<file path="src/hw/rtl/sxt_pkg.sv">
// sxt_pkg: shared types and defaults for the s-expression tokenizer.
// Holds the lexer mode and token kind enums and the token and bundle structs.
// Depends on nothing; every sxt_* module and the top level use it.
`timescale 1ns / 1ps

package sxt_pkg;

  // Default sizes handed to the top-level parameters
  localparam int unsigned TEXT_BUFFER_SIZE_DEF = 256;
  localparam int unsigned QUEUE_DEPTH_DEF      = 4;

  // Largest value the integer accumulator may hold
  localparam logic [30:0] INT_MAX = 31'h7FFF_FFFF;

  // Lexer modes
  typedef enum logic [2:0] {
    MODE_IDLE    = 3'd0,
    MODE_COMMENT = 3'd1,
    MODE_INT     = 3'd2,
    MODE_STR     = 3'd3,
    MODE_ESC     = 3'd4,
    MODE_IDENT   = 3'd5
  } mode_t;

  // Token kinds as seen on the output port
  typedef enum logic [3:0] {
    KIND_LPAREN  = 4'd0,
    KIND_RPAREN  = 4'd1,
    KIND_QUOTE   = 4'd2,
    KIND_DOT     = 4'd3,
    KIND_INT     = 4'd4,
    KIND_CHAR    = 4'd5,
    KIND_STRDONE = 4'd6,
    KIND_IDDONE  = 4'd7,
    KIND_EOF     = 4'd8,
    KIND_ERROR   = 4'd9
  } kind_t;

  // One output token
  typedef struct packed {
    kind_t       kind;
    logic [7:0]  ch;
    logic [30:0] val;
  } tok_t;

  // All tokens caused by one input word: one, or two when two is set
  typedef struct packed {
    logic two;
    tok_t first;
    tok_t second;
  } bundle_t;

endpackage

</file>
<file path="src/hw/rtl/sxt_front.sv">
// sxt_front: lexer front end; accepts one source word a cycle while accept is
// set, keeps the lexer mode, integer accumulator and text length, and bundles
// the tokens it causes. Depends on sxt_pkg.
`timescale 1ns / 1ps

module sxt_front #(
  parameter int unsigned TEXT_BUFFER_SIZE = sxt_pkg::TEXT_BUFFER_SIZE_DEF
) (
  input  logic             clk,
  input  logic             rst,
  input  logic             accept,
  input  logic [7:0]       byte_in,
  input  logic             end_of_input,
  output logic             push,
  output sxt_pkg::bundle_t push_data
);

  localparam int unsigned LenW = $clog2(TEXT_BUFFER_SIZE);
  localparam logic [LenW:0] LenLimit = (LenW + 1)'(TEXT_BUFFER_SIZE - 1);

  localparam logic [7:0] ChLf     = 8'h0A;
  localparam logic [7:0] ChCr     = 8'h0D;
  localparam logic [7:0] ChTab    = 8'h09;
  localparam logic [7:0] ChSpace  = 8'h20;
  localparam logic [7:0] ChDquote = 8'h22;
  localparam logic [7:0] ChQuote  = 8'h27;
  localparam logic [7:0] ChLparen = 8'h28;
  localparam logic [7:0] ChRparen = 8'h29;
  localparam logic [7:0] ChDot    = 8'h2E;
  localparam logic [7:0] ChZero   = 8'h30;
  localparam logic [7:0] ChNine   = 8'h39;
  localparam logic [7:0] ChSemi   = 8'h3B;
  localparam logic [7:0] ChBslash = 8'h5C;

  function automatic sxt_pkg::tok_t mk_tok(sxt_pkg::kind_t kind, logic [7:0] ch,
                                           logic [30:0] val);
    sxt_pkg::tok_t t;
    t.kind = kind;
    t.ch   = ch;
    t.val  = val;
    return t;
  endfunction

  sxt_pkg::mode_t mode, mode_next;
  logic [30:0]    acc, acc_next;
  logic [LenW-1:0] len, len_next;

  logic is_space, is_digit, is_dq, is_ident_ch, fits;
  logic [34:0] acc_ext, acc_mul;
  logic [30:0] acc_step;

  sxt_pkg::mode_t idle_mode;
  logic           idle_emit;
  sxt_pkg::tok_t  idle_tok;
  logic [30:0]    idle_acc;
  logic [LenW-1:0] idle_len;

  sxt_pkg::tok_t   tb_tok;
  logic [LenW-1:0] tb_len;

  logic          emit0, emit1;
  sxt_pkg::tok_t tok0, tok1;

  // Classify the incoming byte
  assign is_space    = (byte_in == ChSpace) || (byte_in == ChTab) ||
                       (byte_in == ChLf) || (byte_in == ChCr);
  assign is_digit    = (byte_in >= ChZero) && (byte_in <= ChNine);
  assign is_dq       = (byte_in == ChDquote);
  assign is_ident_ch = !is_space && !is_dq && (byte_in != ChLparen) &&
                       (byte_in != ChRparen);
  assign fits        = ({1'b0, len} < LenLimit);

  // Accumulate one decimal digit with saturation: acc*10 + digit
  assign acc_ext  = {4'b0, acc};
  assign acc_mul  = (acc_ext << 3) + (acc_ext << 1) + {31'b0, byte_in[3:0]};
  assign acc_step = (|acc_mul[34:31]) ? sxt_pkg::INT_MAX : acc_mul[30:0];

  // Append one text byte, or flag an overlong text
  assign tb_tok = fits ? mk_tok(sxt_pkg::KIND_CHAR, byte_in, 31'b0)
                       : mk_tok(sxt_pkg::KIND_ERROR, 8'b0, 31'b0);
  assign tb_len = fits ? len + LenW'(1) : '0;

  // Lex the byte as if between tokens
  always_comb begin
    idle_mode = sxt_pkg::MODE_IDLE;
    idle_emit = 1'b0;
    idle_tok  = mk_tok(sxt_pkg::KIND_EOF, 8'b0, 31'b0);
    idle_acc  = '0;
    idle_len  = '0;
    if (is_space) begin
      idle_mode = sxt_pkg::MODE_IDLE;
    end else if (byte_in == ChSemi) begin
      idle_mode = sxt_pkg::MODE_COMMENT;
    end else if (byte_in == ChLparen) begin
      idle_emit = 1'b1;
      idle_tok  = mk_tok(sxt_pkg::KIND_LPAREN, 8'b0, 31'b0);
    end else if (byte_in == ChRparen) begin
      idle_emit = 1'b1;
      idle_tok  = mk_tok(sxt_pkg::KIND_RPAREN, 8'b0, 31'b0);
    end else if (byte_in == ChQuote) begin
      idle_emit = 1'b1;
      idle_tok  = mk_tok(sxt_pkg::KIND_QUOTE, 8'b0, 31'b0);
    end else if (byte_in == ChDot) begin
      idle_emit = 1'b1;
      idle_tok  = mk_tok(sxt_pkg::KIND_DOT, 8'b0, 31'b0);
    end else if (is_dq) begin
      idle_mode = sxt_pkg::MODE_STR;
    end else if (is_digit) begin
      idle_mode = sxt_pkg::MODE_INT;
      idle_acc  = {27'b0, byte_in[3:0]};
    end else begin
      // identifier start always fits: the buffer holds at least one byte
      idle_mode = sxt_pkg::MODE_IDENT;
      idle_emit = 1'b1;
      idle_tok  = mk_tok(sxt_pkg::KIND_CHAR, byte_in, 31'b0);
      idle_len  = LenW'(1);
    end
  end

  // Next lexer mode
  always_comb begin
    mode_next = mode;
    if (end_of_input) begin
      mode_next = sxt_pkg::MODE_IDLE;
    end else begin
      case (mode)
        sxt_pkg::MODE_COMMENT: begin
          if (byte_in == ChLf) mode_next = sxt_pkg::MODE_IDLE;
        end
        sxt_pkg::MODE_INT: begin
          if (!is_digit) mode_next = idle_mode;
        end
        sxt_pkg::MODE_STR: begin
          if (is_dq || !fits) mode_next = sxt_pkg::MODE_IDLE;
          else if (byte_in == ChBslash) mode_next = sxt_pkg::MODE_ESC;
          else mode_next = sxt_pkg::MODE_STR;
        end
        sxt_pkg::MODE_ESC: begin
          mode_next = fits ? sxt_pkg::MODE_STR : sxt_pkg::MODE_IDLE;
        end
        sxt_pkg::MODE_IDENT: begin
          if (is_ident_ch) mode_next = fits ? sxt_pkg::MODE_IDENT : sxt_pkg::MODE_IDLE;
          else mode_next = idle_mode;
        end
        default: begin
          mode_next = idle_mode;
        end
      endcase
    end
  end

  // Tokens and data state for this byte
  always_comb begin
    emit0    = 1'b0;
    emit1    = 1'b0;
    tok0     = mk_tok(sxt_pkg::KIND_EOF, 8'b0, 31'b0);
    tok1     = mk_tok(sxt_pkg::KIND_EOF, 8'b0, 31'b0);
    acc_next = acc;
    len_next = len;
    if (end_of_input) begin
      acc_next = '0;
      len_next = '0;
      emit0    = 1'b1;
      case (mode)
        sxt_pkg::MODE_INT: begin
          tok0  = mk_tok(sxt_pkg::KIND_INT, 8'b0, acc);
          emit1 = 1'b1;
        end
        sxt_pkg::MODE_IDENT: begin
          tok0  = mk_tok(sxt_pkg::KIND_IDDONE, 8'b0, 31'b0);
          emit1 = 1'b1;
        end
        sxt_pkg::MODE_COMMENT, sxt_pkg::MODE_STR, sxt_pkg::MODE_ESC: begin
          tok0 = mk_tok(sxt_pkg::KIND_ERROR, 8'b0, 31'b0);
        end
        default: begin
          tok0 = mk_tok(sxt_pkg::KIND_EOF, 8'b0, 31'b0);
        end
      endcase
    end else begin
      case (mode)
        sxt_pkg::MODE_COMMENT: begin
          emit0 = 1'b0;
        end
        sxt_pkg::MODE_INT: begin
          if (is_digit) begin
            acc_next = acc_step;
          end else begin
            emit0    = 1'b1;
            tok0     = mk_tok(sxt_pkg::KIND_INT, 8'b0, acc);
            emit1    = idle_emit;
            tok1     = idle_tok;
            acc_next = idle_acc;
            len_next = idle_len;
          end
        end
        sxt_pkg::MODE_STR: begin
          emit0 = 1'b1;
          if (is_dq) begin
            tok0     = mk_tok(sxt_pkg::KIND_STRDONE, 8'b0, 31'b0);
            len_next = '0;
          end else begin
            tok0     = tb_tok;
            len_next = tb_len;
          end
        end
        sxt_pkg::MODE_ESC: begin
          emit0    = 1'b1;
          tok0     = tb_tok;
          len_next = tb_len;
        end
        sxt_pkg::MODE_IDENT: begin
          emit0 = 1'b1;
          if (is_ident_ch) begin
            tok0     = tb_tok;
            len_next = tb_len;
          end else begin
            tok0     = mk_tok(sxt_pkg::KIND_IDDONE, 8'b0, 31'b0);
            emit1    = idle_emit;
            tok1     = idle_tok;
            acc_next = idle_acc;
            len_next = idle_len;
          end
        end
        default: begin
          emit0    = idle_emit;
          tok0     = idle_tok;
          acc_next = idle_acc;
          len_next = idle_len;
        end
      endcase
    end
  end

  // Hand a bundle to the queue whenever the word causes any token
  assign push             = accept && emit0;
  assign push_data.two    = emit1;
  assign push_data.first  = tok0;
  assign push_data.second = tok1;

  // Advance the lexer state on each accepted word
  always_ff @(posedge clk) begin
    if (rst) begin
      mode <= sxt_pkg::MODE_IDLE;
      acc  <= '0;
      len  <= '0;
    end else if (accept) begin
      mode <= mode_next;
      acc  <= acc_next;
      len  <= len_next;
    end
  end

`ifndef NO_ASSERTIONS
  a_eoi_clears: assert property (@(posedge clk) disable iff (rst)
    accept && end_of_input |=> mode == sxt_pkg::MODE_IDLE && acc == '0 && len == '0)
    else $error("end of input did not return the lexer to idle");

  a_len_bound: assert property (@(posedge clk) disable iff (rst)
    {1'b0, len} <= LenLimit)
    else $error("text length ran past the buffer size");
`endif

endmodule

</file>
<file path="src/hw/rtl/sxt_queue.sv">
// sxt_queue: short register queue of token bundles between front and back end.
// Depends on sxt_pkg.
`timescale 1ns / 1ps

module sxt_queue #(
  parameter int unsigned QUEUE_DEPTH = sxt_pkg::QUEUE_DEPTH_DEF
) (
  input  logic             clk,
  input  logic             rst,
  input  logic             push,
  input  sxt_pkg::bundle_t push_data,
  output logic             full,
  input  logic             pop,
  output sxt_pkg::bundle_t pop_data,
  output logic             empty
);

  localparam int unsigned PtrW = $clog2(QUEUE_DEPTH);
  localparam int unsigned CntW = $clog2(QUEUE_DEPTH + 1);

  sxt_pkg::bundle_t store [QUEUE_DEPTH];
  logic [PtrW-1:0]  wr_ptr, rd_ptr;
  logic [CntW-1:0]  count;

  assign full     = (count == CntW'(QUEUE_DEPTH));
  assign empty    = (count == '0);
  assign pop_data = store[rd_ptr];

  // Hold bundles
  always_ff @(posedge clk) begin
    if (push) begin
      store[wr_ptr] <= push_data;
    end
  end

  // Advance pointers and occupancy
  always_ff @(posedge clk) begin
    if (rst) begin
      wr_ptr <= '0;
      rd_ptr <= '0;
      count  <= '0;
    end else begin
      if (push) begin
        wr_ptr <= (wr_ptr == PtrW'(QUEUE_DEPTH - 1)) ? '0 : wr_ptr + PtrW'(1);
      end
      if (pop) begin
        rd_ptr <= (rd_ptr == PtrW'(QUEUE_DEPTH - 1)) ? '0 : rd_ptr + PtrW'(1);
      end
      if (push && !pop) count <= count + CntW'(1);
      else if (pop && !push) count <= count - CntW'(1);
    end
  end

`ifndef NO_ASSERTIONS
  a_no_overflow: assert property (@(posedge clk) disable iff (rst)
    !(push && full) && !(pop && empty))
    else $error("queue pushed when full or popped when empty");
`endif

endmodule

</file>
<file path="src/hw/rtl/sxt_back.sv">
// sxt_back: back end; unpacks queued token bundles and, when not stalled,
// presents one token word a cycle on the output register. Depends on sxt_pkg.
`timescale 1ns / 1ps

module sxt_back (
  input  logic             clk,
  input  logic             rst,
  input  logic             q_empty,
  input  sxt_pkg::bundle_t q_data,
  output logic             q_pop,
  output logic             out_valid,
  input  logic             out_stall,
  output sxt_pkg::tok_t    out_tok,
  output logic             out_last
);

  logic          pend_valid;
  sxt_pkg::tok_t pend_tok;
  logic          load;

  // The output register is free when empty or being taken
  assign load  = !out_valid || !out_stall;
  assign q_pop = load && !pend_valid && !q_empty;

  // Control: output valid and pending second token
  always_ff @(posedge clk) begin
    if (rst) begin
      out_valid  <= 1'b0;
      pend_valid <= 1'b0;
    end else if (load) begin
      if (pend_valid) begin
        out_valid  <= 1'b1;
        pend_valid <= 1'b0;
      end else if (!q_empty) begin
        out_valid  <= 1'b1;
        pend_valid <= q_data.two;
      end else begin
        out_valid  <= 1'b0;
      end
    end
  end

  // Payload: present the first token, park the second
  always_ff @(posedge clk) begin
    if (load) begin
      if (pend_valid) begin
        out_tok  <= pend_tok;
        out_last <= 1'b1;
      end else if (!q_empty) begin
        out_tok  <= q_data.first;
        out_last <= !q_data.two;
        pend_tok <= q_data.second;
      end
    end
  end

`ifndef NO_ASSERTIONS
  a_pend_needs_out: assert property (@(posedge clk) disable iff (rst)
    pend_valid |-> out_valid && !out_last)
    else $error("second token parked without its first on the output");

  a_not_last_has_pend: assert property (@(posedge clk) disable iff (rst)
    out_valid && !out_last |-> pend_valid)
    else $error("non-final token shown with no second token parked");
`endif

endmodule

</file>
<file path="src/hw/rtl/sexpr_tokenizer.sv">
// sexpr_tokenizer: top level of the byte-serial s-expression lexer.
// Ties the front end, token queue and back end together. Depends on sxt_pkg,
// sxt_front, sxt_queue and sxt_back.
//
//   channel | handshake            | payload
//   --------+----------------------+-----------------------------------------
//   in      | in_valid / in_stall  | byte_in, end_of_input
//   out     | out_valid / out_stall| token_kind, text_char, int_value,
//           |                      | last_of_run
//
// One source word is accepted each cycle with in_valid high and in_stall low;
// it leaves the front end in that cycle and goes via the queue to the output
// register. A two-token word holds the back end for both, so the rate is
// one word a cycle while words give at most one token each and out_stall is
// low. in_stall rises only when the QUEUE_DEPTH-entry queue is full.
// Synchronous reset returns the lexer to idle and empties queue and output.
`timescale 1ns / 1ps

module sexpr_tokenizer #(
  parameter int unsigned TEXT_BUFFER_SIZE = sxt_pkg::TEXT_BUFFER_SIZE_DEF,
  parameter int unsigned QUEUE_DEPTH      = sxt_pkg::QUEUE_DEPTH_DEF
) (
  input  logic        clk,
  input  logic        rst,
  input  logic        in_valid,
  output logic        in_stall,
  input  logic [7:0]  byte_in,
  input  logic        end_of_input,
  output logic        out_valid,
  input  logic        out_stall,
  output logic [3:0]  token_kind,
  output logic [7:0]  text_char,
  output logic [30:0] int_value,
  output logic        last_of_run
);

  logic             accept;
  logic             push, q_full, q_pop, q_empty;
  sxt_pkg::bundle_t push_data, q_data;
  sxt_pkg::tok_t    out_tok;

  assign in_stall = q_full;
  assign accept   = in_valid && !q_full;

  sxt_front #(
    .TEXT_BUFFER_SIZE(TEXT_BUFFER_SIZE)
  ) u_front (
    .clk         (clk),
    .rst         (rst),
    .accept      (accept),
    .byte_in     (byte_in),
    .end_of_input(end_of_input),
    .push        (push),
    .push_data   (push_data)
  );

  sxt_queue #(
    .QUEUE_DEPTH(QUEUE_DEPTH)
  ) u_queue (
    .clk      (clk),
    .rst      (rst),
    .push     (push),
    .push_data(push_data),
    .full     (q_full),
    .pop      (q_pop),
    .pop_data (q_data),
    .empty    (q_empty)
  );

  sxt_back u_back (
    .clk      (clk),
    .rst      (rst),
    .q_empty  (q_empty),
    .q_data   (q_data),
    .q_pop    (q_pop),
    .out_valid(out_valid),
    .out_stall(out_stall),
    .out_tok  (out_tok),
    .out_last (last_of_run)
  );

  // Unpack the output token word
  assign token_kind = out_tok.kind;
  assign text_char  = out_tok.ch;
  assign int_value  = out_tok.val;

endmodule

</file>
<file path="config.mk">
export PLATFORM = sky130hd
export DESIGN_NAME = sexpr_tokenizer
export DESIGN_NICKNAME = d
export VERILOG_FILES = /design/src/hw/rtl/sxt_pkg.sv /design/src/hw/rtl/sxt_front.sv /design/src/hw/rtl/sxt_queue.sv /design/src/hw/rtl/sxt_back.sv /design/src/hw/rtl/sexpr_tokenizer.sv
export SDC_FILE = /design/constraint.sdc
export NUM_CORES = 1
export LEC_CHECK = 0
export ABC_AREA = 1
export CORE_UTILIZATION = 40
export CTS_CLUSTER_SIZE = 25
export DETAILED_ROUTE_END_ITERATION = 10
export DONT_BUFFER_PORTS = 1
export PLACE_DENSITY = 0.64
export SLEW_MARGIN = 10
export SYNTH_ARGS = -nofsm -noshare
export SYNTH_HDL_FRONTEND = slang
export SYNTH_SLANG_ARGS = --single-unit
</file>
<file path="constraint.sdc">
create_clock -name clk -period 12.5 [get_ports clk]
set_clock_uncertainty 0.05 [all_clocks]
set_input_delay 2.5 -clock clk [delete_from_list [all_inputs] [get_ports clk]]
set_output_delay 2.5 -clock clk [all_outputs]
set_load 0.1 [all_outputs]
</file>
==> flow_summary.ini <==
[layout]
antennaDiodeCount = 0
area_growth_pct = 9.94
nets = 1820
drive_gt1_frac = 0.0744
fin_util = 0.451

[timing]
rsz0062_at_grt = false
hold_viol_final = 0
tns_ns = 0
relSlewSlack = 0.299
finalWorstPathRequiredPeriod_ns = 5.06
finalCritPeriodShare = 0.405
worst_pin_slew_ns = 1.05
fmaxAchievable_ghz = 0.198
setup_viol = 0
hold_ws_ns = 0.439
drv_slew = 0

[run]
maxCapViolations = 0

[setup_path]
critPathSlowestCell = fa_1
r2r.worst_path.cells = 16
r2r-start = u_front.acc[2]$_SDFFE_PP0P_
cp-end-kind = flop
reg2reg_slack_ns = 8.98
path_class = in -> reg
crit_arrival_ns = 5.41
critPathTopFamily = simple AND/OR/NAND/NOR gates
cp.depth = 16
crit_fanout = 21
critPathLaunchType = input port
setup.worst_path.start = byte_in[3]
crit_top_cell = nand2_1
crit_buf_inv = 1
r2r-end = u_front.acc[10]$_SDFFE_PP0P_
crit_end = u_front.acc[10]$_SDFFE_PP0P_
required_ns = 12.85
cp_cell_sequence = fa_1, fa_1, nand2_1, nand2_1, and2_1, nand2_1, nand2_2, nand2_1, nand2_1, nand2_1, nand2_1, nor2_2, buf_4, nand3_1, nand2_1, a21oi_1
slowest_delay_ns = 0.52

[synthesis]
synth_edf_count = 280
synth_seq_cells = 333
ys.flop_type = edfxtp_1
synth-simple-area-share = 0.213
synthesis.nets = 1839
synth_top_area_cell = edfxtp_1
seq_area_frac_synth = 0.575
ys_types = 49
synthMuxAreaShare = 0
synth_xor_area_frac = 0.0122
synth_cells = 1755
yosysMostFrequentCell = nor2_1
async_flop_share = 0
synthTopCellsByArea = edfxtp_1, nor2_1, nand2_1, dfxtp_1, ha_1
ys_top_cells_by_count = nor2_1, nand2_1, edfxtp_1
synth_top_family_by_area = simple AND/OR/NAND/NOR gates
syn_area_per_cell_um2 = 9.39
syn_area_um2 = 16500
yosysWarnings = 0
synth_compound_gate_area_share = 0.0930
synth_top_area_share = 0.510
synthAdderAreaFrac = 0.0553

[floorplan]
io_pins = 59
start_util = 0.410
die_h_um = 205
rows = 73
fp.dieW_um = 205
core_um2 = 40200
die-area_um2 = 42000

[clocking]
cts_max_level = 2
clockBufferDepth = 3
root_buffer = clkbuf_16
hold_buffers = 0
path_clk_slew_ns = 0.06
cts_tree = built
clock_latency_ns = 0.53
cts_resized = 0
cts_setup_buffers = 0
clock-sinks = 333
numCtsBuffers = 35

[power_and_ir_drop]
power_density_nw_per_um2 = 213
ir_drop_uv = 143
p_leak_nw = 7.09
power.total_mw = 3.85

[route]
first_pass_iters = 5
drt_wl_total_um = 38400
antenna_left = 0
routed_wire_length_per_instance_um = 16.8
drc = 0
first_iter_violations = 900
vias_per_cell = 5.18
vias = 11800

[grt]
gr-total-overflow = 0
grtUsageTotal = 0.187
antenna_found_initial = 0
grt_max_degree = 113
grt_pass1_wl_um = 61800
grt_pass1_vias = 11600

[outcome]
status = completed

[placed_design]
portBuffers = 0
place_congestion = 0.915
hpwl_um = 24700

[min_path]
min_path_type = reg -> reg
[where the power goes]
| part | internal, mW | switching [mW] | leakage, nW | total, mW |
|---|---|---|---|---|
| Clock | 0.612 | 0.421 | 0.549 | 1.03 |
| Sequential | 1.48 | 0.633 | 3.04 | 2.12 |
| Combinational | 0.180 | 0.523 | 3.50 | 0.702 |
| Total | 2.28 | 1.58 | 7.09 | 3.85 |
[metrics by stage]
stage | area, um^2 | setup slack [ns] | cells
floorplan | 16500 | 6.04 | 1755
global placement | 17000 | 7.01 | 2224
detailed placement | 17000 | 6.91 | 2224
CTS | 18100 | 7.44 | 2286
global route | 18100 | 7.25 | 2286
finish | 18100 | 7.44 | 2286
[worst min-delay path by stage]
stage	start	to	slack [ns]	cells after the start
floorplan	u_queue.count[1]$_SDFFE_PP0P_	u_queue.count[1]$_SDFFE_PP0P_	0.40	2
global placement	u_queue.count[1]$_SDFFE_PP0P_	u_queue.count[1]$_SDFFE_PP0P_	0.42	2
detailed placement	u_queue.count[1]$_SDFFE_PP0P_	u_queue.count[1]$_SDFFE_PP0P_	0.43	2
CTS	u_queue.count[1]$_SDFFE_PP0P_	u_queue.count[1]$_SDFFE_PP0P_	0.44	2
global route	u_front.len[1]$_SDFFE_PP0P_	u_front.len[1]$_SDFFE_PP0P_	0.46	2
finish	u_queue.count[1]$_SDFFE_PP0P_	u_queue.count[1]$_SDFFE_PP0P_	0.44	2
[layout by cell type, fill, tap and decap left out, drive strengths merged]
cell type	n
nor2	362
nand2	343
edfxtp	280
inv	144
o21ai	143
a21oi	116
nand3	70
ha	68
dfxtp	53
clkbuf	46
nor3	20
xnor2	17
nand4	15
o22ai	13
a31oi	12
buf	12
clkinv	9
nand3b	7
xor2	6
clkinvlp	4
fa	3
bufinv	3
nor4	2
and2	2
a21o	2
o21bai	2
or2	2
o2111ai	1
o211a	1
and3	1
a21boi	1
o21a	1
[cells by family (layout without fill, tap and decap cells)]
logic type,after synthesis,in the layout
DFF,333,333
buffers and inverters,212,218
xor gates and xnor gates,23,23
adders and majority gates,71,71
and+or+nand+nor,824,824
AOI/OAI and AO/OA,292,292
[routing by layer]
metal	track usage	wire length, um	up-vias
met4	0.0534	656	0
met5	0	0	-
li1	-	-	5878
met3	0.0240	1840	47
met1	0.260	18100	5658
met2	0.305	17800	260
[state kept, by name (all words and copies together) (netlist names), named ones only]
register / count
u_back.out_last: 1
u_back.out_tok: 43
u_back.out_valid: 1
u_back.pend_tok: 12
u_back.pend_valid: 1
u_front.acc: 31
u_front.len: 8
u_front.mode: 3
u_queue.count: 3
u_queue.rd_ptr: 2
u_queue.store: 224
u_queue.wr_ptr: 2
[worst min-delay path, delay by kind of cell, from the launching register on]
| kind | cells | cell delay [ns] |
|---|---|---|
| buffers and inverters | 1 | 0.06 |
| flip-flops | 1 | 0.33 |
| AO/OA/AOI/OAI | 1 | 0.05 |
[final cells by class]
type / instances / area [um^2]
Inverter: 144 / 541
Timing Repair Buffer: 12 / 90.1
Clock buffer: 46 / 968
Multi-Input combinational cell: 1210 / 6200
Sequential cell: 333 / 9470
Clock inverter: 16 / 180
Fill cell: 3809 / 22100
Tap cell: 525 / 657
Power figures use the tool's default switching activity.
